$ cat src/rtl/integer_square_root_macros.svh
// ---------------------------------------------------------------------------
// integer_square_root_macros.svh
// Assertion macros shared by the square root block.
// ---------------------------------------------------------------------------
`ifndef INTEGER_SQUARE_ROOT_MACROS_SVH
`define INTEGER_SQUARE_ROOT_MACROS_SVH

// Same-cycle implication, clocked on clk, held off during reset.
`define ISQRT_ASSERT_IMPL(lbl, ante, cons, msg) \
    lbl: assert property (@(posedge clk) disable iff (!rst_n) (ante) |-> (cons)) \
        else $error(msg);

// Next-cycle implication, clocked on clk, held off during reset.
`define ISQRT_ASSERT_NEXT(lbl, ante, cons, msg) \
    lbl: assert property (@(posedge clk) disable iff (!rst_n) (ante) |=> (cons)) \
        else $error(msg);

`endif

$ cat src/rtl/isqrt_pkg.sv
// ---------------------------------------------------------------------------
// isqrt_pkg
// Types and constants shared by the square root controller and datapath.
// ---------------------------------------------------------------------------
`default_nettype none

package isqrt_pkg;

    localparam int OPERAND_W  = 32;
    localparam int ROOT_W     = 24;
    localparam int STEPS      = 16;
    localparam int STEP_CNT_W = 4;

    // Operation select
    localparam logic OP_UNSIGNED = 1'b0;
    localparam logic OP_FIXED    = 1'b1;

    // Weight of the top radicand bit pair.
    localparam logic [OPERAND_W-1:0] TOP_PAIR = 32'h4000_0000;

    typedef struct packed {
        logic load;     // take a new request into the datapath
        logic step;     // one two-bit compare-subtract iteration
        logic publish;  // move the finished root into the output register
    } isqrt_cmd_t;

endpackage

`default_nettype wire

$ cat src/rtl/isqrt_datapath.sv
// ---------------------------------------------------------------------------
// isqrt_datapath
// Restoring square root datapath: remainder, root accumulator, probe bit,
// one shared compare-subtract unit and the output register.
// ---------------------------------------------------------------------------
`default_nettype none

module isqrt_datapath
    import isqrt_pkg::*;
#(
    parameter int SHIFT = 8
)
(
    input  wire logic                 clk,
    input  wire isqrt_cmd_t           cmd,
    input  wire logic                 operation,
    input  wire logic [OPERAND_W-1:0] operand,
    output logic      [ROOT_W-1:0]    root
);

    logic [OPERAND_W-1:0] rem_reg;
    logic [OPERAND_W-1:0] acc_reg;
    logic [OPERAND_W-1:0] probe_reg;
    logic                 op_reg;
    logic                 neg_reg;
    logic [ROOT_W-1:0]    root_reg;

    logic [OPERAND_W-1:0] trial;
    logic                 fits;
    logic [ROOT_W-1:0]    root_next;

    // acc never overlaps the probe bit, so the add is an OR
    assign trial = acc_reg | probe_reg;
    assign fits  = (rem_reg >= trial);

    always_comb
    begin
        if (op_reg == OP_UNSIGNED)
        begin
            root_next = {{(ROOT_W-16){1'b0}}, acc_reg[15:0]};
        end
        else if (neg_reg)
        begin
            root_next = '0;
        end
        else
        begin
            root_next = {{(ROOT_W-16){1'b0}}, acc_reg[15:0]} << SHIFT;
        end
    end

    always_ff @(posedge clk)
    begin
        if (cmd.load)
        begin
            rem_reg   <= operand;
            acc_reg   <= '0;
            probe_reg <= TOP_PAIR;
            op_reg    <= operation;
            neg_reg   <= operand[OPERAND_W-1];
        end
        else if (cmd.step)
        begin
            if (fits)
            begin
                rem_reg <= rem_reg - trial;
                acc_reg <= (acc_reg >> 1) + probe_reg;
            end
            else
            begin
                acc_reg <= acc_reg >> 1;
            end
            probe_reg <= probe_reg >> 2;
        end
        if (cmd.publish)
        begin
            root_reg <= root_next;
        end
    end

    assign root = root_reg;

endmodule

`default_nettype wire

$ cat src/rtl/isqrt_ctrl.sv
// ---------------------------------------------------------------------------
// isqrt_ctrl
// Sequencer for the square root: request acceptance, step count and
// output valid handling.
// ---------------------------------------------------------------------------
`default_nettype none

module isqrt_ctrl
    import isqrt_pkg::*;
(
    input  wire logic clk,
    input  wire logic rst_n,
    input  wire logic in_valid,
    output logic      in_stall,
    output logic      out_valid,
    input  wire logic out_stall,
    output isqrt_cmd_t cmd
);

    localparam logic [1:0] S_IDLE = 2'd0;
    localparam logic [1:0] S_RUN  = 2'd1;
    localparam logic [1:0] S_DONE = 2'd2;

    logic [1:0]            state_reg;
    logic [1:0]            state_next;
    logic [STEP_CNT_W-1:0] cnt_reg;
    logic [STEP_CNT_W-1:0] cnt_next;
    logic                  out_valid_reg;
    logic                  out_valid_next;

    logic out_free;
    logic accept;

    assign out_free = !out_valid_reg || !out_stall;
    // a new request may enter while the finished root moves out
    assign in_stall = !((state_reg == S_IDLE) || ((state_reg == S_DONE) && out_free));
    assign accept   = in_valid && !in_stall;

    assign cmd.load    = accept;
    assign cmd.step    = (state_reg == S_RUN);
    assign cmd.publish = (state_reg == S_DONE) && out_free;

    always_comb
    begin
        state_next = state_reg;
        cnt_next   = cnt_reg;
        unique case (state_reg)
            S_IDLE:
            begin
                if (accept)
                begin
                    state_next = S_RUN;
                    cnt_next   = '0;
                end
            end
            S_RUN:
            begin
                cnt_next = cnt_reg + 1'b1;
                if (cnt_reg == STEP_CNT_W'(STEPS - 1))
                begin
                    state_next = S_DONE;
                end
            end
            S_DONE:
            begin
                if (out_free)
                begin
                    state_next = accept ? S_RUN : S_IDLE;
                    cnt_next   = '0;
                end
            end
            default:
            begin
                state_next = S_IDLE;
            end
        endcase
    end

    always_comb
    begin
        if (cmd.publish)
        begin
            out_valid_next = 1'b1;
        end
        else
        begin
            out_valid_next = out_valid_reg && out_stall;
        end
    end

    always_ff @(posedge clk or negedge rst_n)
    begin
        if (!rst_n)
        begin
            state_reg     <= S_IDLE;
            cnt_reg       <= '0;
            out_valid_reg <= 1'b0;
        end
        else
        begin
            state_reg     <= state_next;
            cnt_reg       <= cnt_next;
            out_valid_reg <= out_valid_next;
        end
    end

    assign out_valid = out_valid_reg;

endmodule

`default_nettype wire

$ cat src/rtl/integer_square_root.sv
// The datapath runs 16 steps after acceptance; publishing the root sets out_valid.
// New requests wait until the root is published; the single compare-subtract
// unit retires two radicand bits per cycle.
// A finished root waits in the output register while the next request computes.
// Reset (rst_n, async, active low) clears the controller and output valid only.
// ---------------------------------------------------------------------------
// integer_square_root
// Floor square root of a 32-bit operand, unsigned integer or signed fixed point.
// ---------------------------------------------------------------------------
`default_nettype none
`include "integer_square_root_macros.svh"

module integer_square_root
    import isqrt_pkg::*;
#(
    parameter int FRACTION_BITS = 16
)
(
    input  wire logic                 clk,
    input  wire logic                 rst_n,
    input  wire logic                 in_valid,
    output logic                      in_stall,
    input  wire logic                 operation,
    input  wire logic [OPERAND_W-1:0] operand,
    output logic                      out_valid,
    input  wire logic                 out_stall,
    output logic      [ROOT_W-1:0]    root
);

    localparam int SHIFT = FRACTION_BITS / 2;

    isqrt_cmd_t cmd;

    isqrt_ctrl u_ctrl (
        .clk       (clk),
        .rst_n     (rst_n),
        .in_valid  (in_valid),
        .in_stall  (in_stall),
        .out_valid (out_valid),
        .out_stall (out_stall),
        .cmd       (cmd)
    );

    isqrt_datapath #(
        .SHIFT (SHIFT)
    ) u_datapath (
        .clk       (clk),
        .cmd       (cmd),
        .operation (operation),
        .operand   (operand),
        .root      (root)
    );

    `ISQRT_ASSERT_IMPL(a_load_not_step, cmd.load, !cmd.step, "load during an iteration")
    `ISQRT_ASSERT_NEXT(a_load_then_step, cmd.load, cmd.step, "no iteration after load")
    `ISQRT_ASSERT_IMPL(a_no_overwrite, cmd.publish, !out_valid || !out_stall,
        "output register overwritten while stalled")
    `ISQRT_ASSERT_NEXT(a_publish_valid, cmd.publish, out_valid, "published root not valid")

endmodule

`default_nettype wire
$ cat config.mk
export PLATFORM = sky130hd
export DESIGN_NAME = integer_square_root
export DESIGN_NICKNAME = d
export VERILOG_FILES = /design/src/rtl/isqrt_pkg.sv /design/src/rtl/isqrt_datapath.sv /design/src/rtl/isqrt_ctrl.sv /design/src/rtl/integer_square_root.sv
export VERILOG_INCLUDE_DIRS = /design/src /design/src/rtl
export SDC_FILE = /design/constraint.sdc
export NUM_CORES = 1
export LEC_CHECK = 0
export BUFFER_PORTS_ARGS = -buffer_cell sky130_fd_sc_hd__buf_2
export CAP_MARGIN = 20
export CORE_ASPECT_RATIO = 0.8
export CORE_MARGIN = 4
export CORE_UTILIZATION = 49
export CTS_CLUSTER_DIAMETER = 30
export DETAILED_ROUTE_END_ITERATION = 10
export HOLD_SLACK_MARGIN = 0.05
export PLACE_DENSITY_LB_ADDON = 0.08
export SLEW_MARGIN = 20
export SYNTH_ARGS = -nofsm -noshare
export SYNTH_HDL_FRONTEND = slang
export SYNTH_SLANG_ARGS = --single-unit
$ cat constraint.sdc
create_clock -name clk -period 6.55 [get_ports clk]
set_input_delay 0.655 -clock clk [delete_from_list [all_inputs] [get_ports clk]]
set_output_delay 0.655 -clock clk [all_outputs]
set_load 0.05 [all_outputs]
==> results.md <==
Place:
- The post-DP HPWL is roughly 14000 um.
- Input and output buffers added on the ports amount to just over 60.
- Routability-driven placement finished with a final weighted congestion of 0.918.

Routing:
- Dividing the detail-routed wire length by the instance count gives roughly 18 um.
- The total number of vias is about 6600.
- The first routing iteration left just under 500 violations.
- The number of DRC violations after detailed routing is 0.
- The aggregate routed wire length is a little under 20000 um.
- Once detail routing completed, the nets flagged for antenna violations numbered 0.
- The number of iterations in the first detailed-routing pass is 5.
- The per-cell via count in the routed design is ~6.

Yosys:
- The most common cell in the synthesized netlist is sky130_fd_sc_hd__a21oi_1.
- The sequential element share of the synthesized area is around two fifths.
- In this run, synthesis inferred 58 flip-flops with an integrated enable.
- The most instantiated flip-flop cell in the synthesis netlist is sky130_fd_sc_hd__edfxtp_1.
- Yosys mapped the design onto 67 distinct sky130hd cell types.
- The number of synthesis warnings is 0.
- After technology mapping, the gate count stands at 854.
- The synthesized design contains between 100 and 150 register bits.
- The share of the synthesized area in the top cell type is between 20% and 30%.
- Ranked by instance count, the synthesized netlist is headed by 100 x sky130_fd_sc_hd__a21oi_1, 87 x sky130_fd_sc_hd__nand2_1, 83 x sky130_fd_sc_hd__nor2_1.
- Averaged over all synthesized cells, the footprint is around 8.6 um2.
- For this run, asynchronously set or reset flops after synthesis account for around 6.2%.
- Sorting the synthesized cells by area gives the leading types as sky130_fd_sc_hd__edfxtp_1 24%, sky130_fd_sc_hd__dfxtp_1 13%, sky130_fd_sc_hd__ha_1 8.5%, sky130_fd_sc_hd__a21oi_1 6.8%, sky130_fd_sc_hd__nand2_1 4.4%.
- Counting every net in the synthesized netlist gives ~940.
- The total standard cell area after synthesis is about 0.0074 mm2.
- The most area-hungry cell type in the Yosys netlist is sky130_fd_sc_hd__edfxtp_1.

Timing:
- After layout, the worst path uses between 60% and 70% of the clock period.
- The final-report hold violation count came to 0.
- The fmax is roughly 240 MHz.
- The sum of negative setup slack is 0 ps.
- The worst path needs around 4200 ps of the cycle, external delays included.
- The count of final max-slew check failures is 0.
- For the final database, setup skew stands at ~11 ps.
- The slew at the pin with the worst max-slew slack is 1000 ps.
- The tightest slew margin relative to the limit is between 30% and 40%.
- Setup repair after global routing left no endpoint under its margin.
- The setup violation total in the final timing report is 0.

CTS:
- The number of hold buffers added after CTS is 0.
- In this run the clock root is driven by a sky130_fd_sc_hd__clkbuf_16.
- The clock tree synthesis step divided the H-tree into 4 levels.
- Counting the buffers created by CTS gives 17.
- Once the clock tree was built, the resizer swapped 0 gates to a different size.
- Buffers added to address setup during post-CTS repair amount to 0.
- The clock transition at the registers of the reported paths is 60 ps.
- The longest clock path from root to sink contains 2 buffers.
- TritonCTS built the clock tree.
- The worst-skew pair later-pin latency is 410 ps.
- For this design, the sink count on the clock tree is 113.

Global route:
- In the global route stage, met3 resource usage came out at under 10%.
- The global-route wire length before repair is 31700 um.
- The met2 routing resource usage after global routing is approximately a third.
- The largest net degree at the start of global routing is 76.
- The number of antenna violations at the first check in global routing is 1.
- The total overflow left after global routing is 0.
- The number of global-route vias before repair is ~6000.
- For met1 alone, demand over resource in global routing was 34.9%.
- The global routing stage identified its most utilized layer as met1.
- The overall track demand over capacity in global routing is 23.0%.

Cells and area:
- Compared with the post-synthesis result, the final layout area differs by 13.2%.
- The fill cell total of the finished layout is around 1300.
- Cells with a size suffix above 1 make up 13.2% of the layout.
- After the last flow step, the layout net total stands at around 990.
- In the final layout, the multi-input gates occupy roughly 0.0042 mm2.
- Summing all flip-flop and latch instances after layout gives ~0.0029 mm2.

Setup path:
- The category of the worst setup path capture point is a flip-flop.
- The critical path is of the flip-flop to flip-flop type.
- The peak per-stage delay on the critical path is between 600 and 700 ps.
- The launch instance of the worst register-to-register path is u_datapath.acc_reg[26].
- The data required time of the worst path is 6710 ps.
- The critical path data arrival time is roughly 4400 ps.
- The count of buffering cells on the critical path with inverters included is 1.
- The largest fanout of any net on the critical path is 48.
- The critical path goes through nor2_1 -> ha_1 -> and2_1 -> and3_1 -> a221o_1 -> a22oi_1 -> and3_4 -> nand2b_1 -> nand2_1 -> buf_4.
- The worst-path cell with the longest stage delay is sky130_fd_sc_hd__and3_4.
- The largest delay contributor family on the critical path is simple AND/OR/NAND/NOR gates.
- The launching element of the worst setup path is u_datapath.acc_reg[26].
- STA classifies the critical path startpoint as a flip-flop.

Die:
- The total area inside the core boundary comes to 0.0145 mm2.
- The die extent in y is between 100 and 150 um.
- The die is 145 um wide.
- The area of the die is 0.0171 mm2.
- The number of placement rows is 39.
- For this configuration, the core starts out at a cell density of 50.8%.
- The number of placed I/O pins is 63.

Status:
- The flow ran to the end, and the final reports show no timing, DRC or antenna violations.

Run:
- The max capacitance violation total is 0.

Worst hold path:
- The min-delay analysis places its worst path in the category primary input to async pin.
placed cells by master (no fill, tap or decap), types with 3 or more instances in the layout:
| cell | n |
|---|---|
| sky130_fd_sc_hd__a21o_1 | 19 |
| sky130_fd_sc_hd__o31ai_1 | 6 |
| sky130_fd_sc_hd__nand3b_1 | 9 |
| sky130_fd_sc_hd__and3_1 | 7 |
| sky130_fd_sc_hd__a221o_1 | 3 |
| sky130_fd_sc_hd__a21oi_1 | 99 |
| sky130_fd_sc_hd__inv_1 | 35 |
| sky130_fd_sc_hd__o221ai_1 | 4 |
| sky130_fd_sc_hd__o21a_1 | 4 |
| sky130_fd_sc_hd__edfxtp_1 | 58 |
| sky130_fd_sc_hd__a31oi_1 | 19 |
| sky130_fd_sc_hd__or2_2 | 3 |
| sky130_fd_sc_hd__clkinv_2 | 6 |
| sky130_fd_sc_hd__nand2_1 | 86 |
| sky130_fd_sc_hd__o21ai_0 | 62 |
| sky130_fd_sc_hd__nand2b_1 | 11 |
| sky130_fd_sc_hd__nor2b_1 | 19 |
| sky130_fd_sc_hd__nand3_1 | 17 |
| sky130_fd_sc_hd__buf_2 | 62 |
| sky130_fd_sc_hd__xnor2_1 | 24 |
| sky130_fd_sc_hd__dfxtp_1 | 48 |
| sky130_fd_sc_hd__o21bai_1 | 9 |
| sky130_fd_sc_hd__a211oi_1 | 14 |
| sky130_fd_sc_hd__dfrtp_1 | 7 |
| sky130_fd_sc_hd__ha_1 | 50 |
| sky130_fd_sc_hd__nand2_2 | 3 |
| sky130_fd_sc_hd__buf_4 | 6 |
| sky130_fd_sc_hd__nor2_1 | 83 |
| sky130_fd_sc_hd__nor4_1 | 3 |
| sky130_fd_sc_hd__nor3_1 | 17 |
| sky130_fd_sc_hd__mux2i_1 | 6 |
| sky130_fd_sc_hd__nor2_4 | 6 |
| sky130_fd_sc_hd__clkbuf_16 | 17 |
| sky130_fd_sc_hd__nor4b_1 | 3 |
| sky130_fd_sc_hd__nand4_1 | 7 |
| sky130_fd_sc_hd__inv_4 | 4 |
| sky130_fd_sc_hd__and2_1 | 15 |
| sky130_fd_sc_hd__o31a_1 | 3 |
| sky130_fd_sc_hd__xor2_1 | 16 |
kinds of logic after synthesis:
family	Yosys count	synth area share [%]
xor gates and xnor gates	40	4.76
muxes	7	0.968
adders and majority gates	51	8.77
buffers and inverters	75	4.11
AOI/OAI and AO/OA	273	22.8
DFF	113	39.1
and+or+nand+nor	295	19.6
worst paths after layout:
check                      cells past startpoint                 endpoint  slack (ps)
setup / recovery                              10   u_datapath.rem_reg[10]        2350
hold / removal                                 1         u_ctrl.out_valid          80
setup reg to reg                              10   u_datapath.rem_reg[10]        2350
hold reg to reg                                2  u_datapath.probe_reg[2]         480
max in group asynchronous                      1        u_ctrl.cnt_reg[0]        6300
min in group clk                               1        u_datapath.op_reg         410
per-stage QoR:
stage	worst slack [ps]	area [um2]	hold WS (ps)	cells	util [%]
global route	2060	8340	67.4	1099	57.6
floorplan	3100	7370	359	854	-
detailed placement	2360	7790	486	1066	53.8
global placement	2440	7790	460	1066	53.8
CTS	2330	8340	67.9	1098	57.5
finish	2350	8340	78.6	1099	57.6
routing by layer:
layer  part of all wire, %  vias to the layer above
li1                      -                     3191
met1                    50                     3125
met2                    41                      214
met3                   6.8                       21
met4                   1.5                        0
met5                     0                        -
area by class of cell:
class / count / area share, %
Timing Repair Buffer: 68 / 4.26
Clock buffer: 21 / 5.52
Antenna cell: 1 / 0.0300
Multi-Input combinational cell: 666 / 50.3
Inverter: 35 / 1.57
Tap cell: 184 / 2.76
Sequential cell: 113 / 34.5
Clock inverter: 11 / 1.02
Power is not shown: default switching activity piles up to over one toggle a cycle in this logic, so the estimate is an artifact.
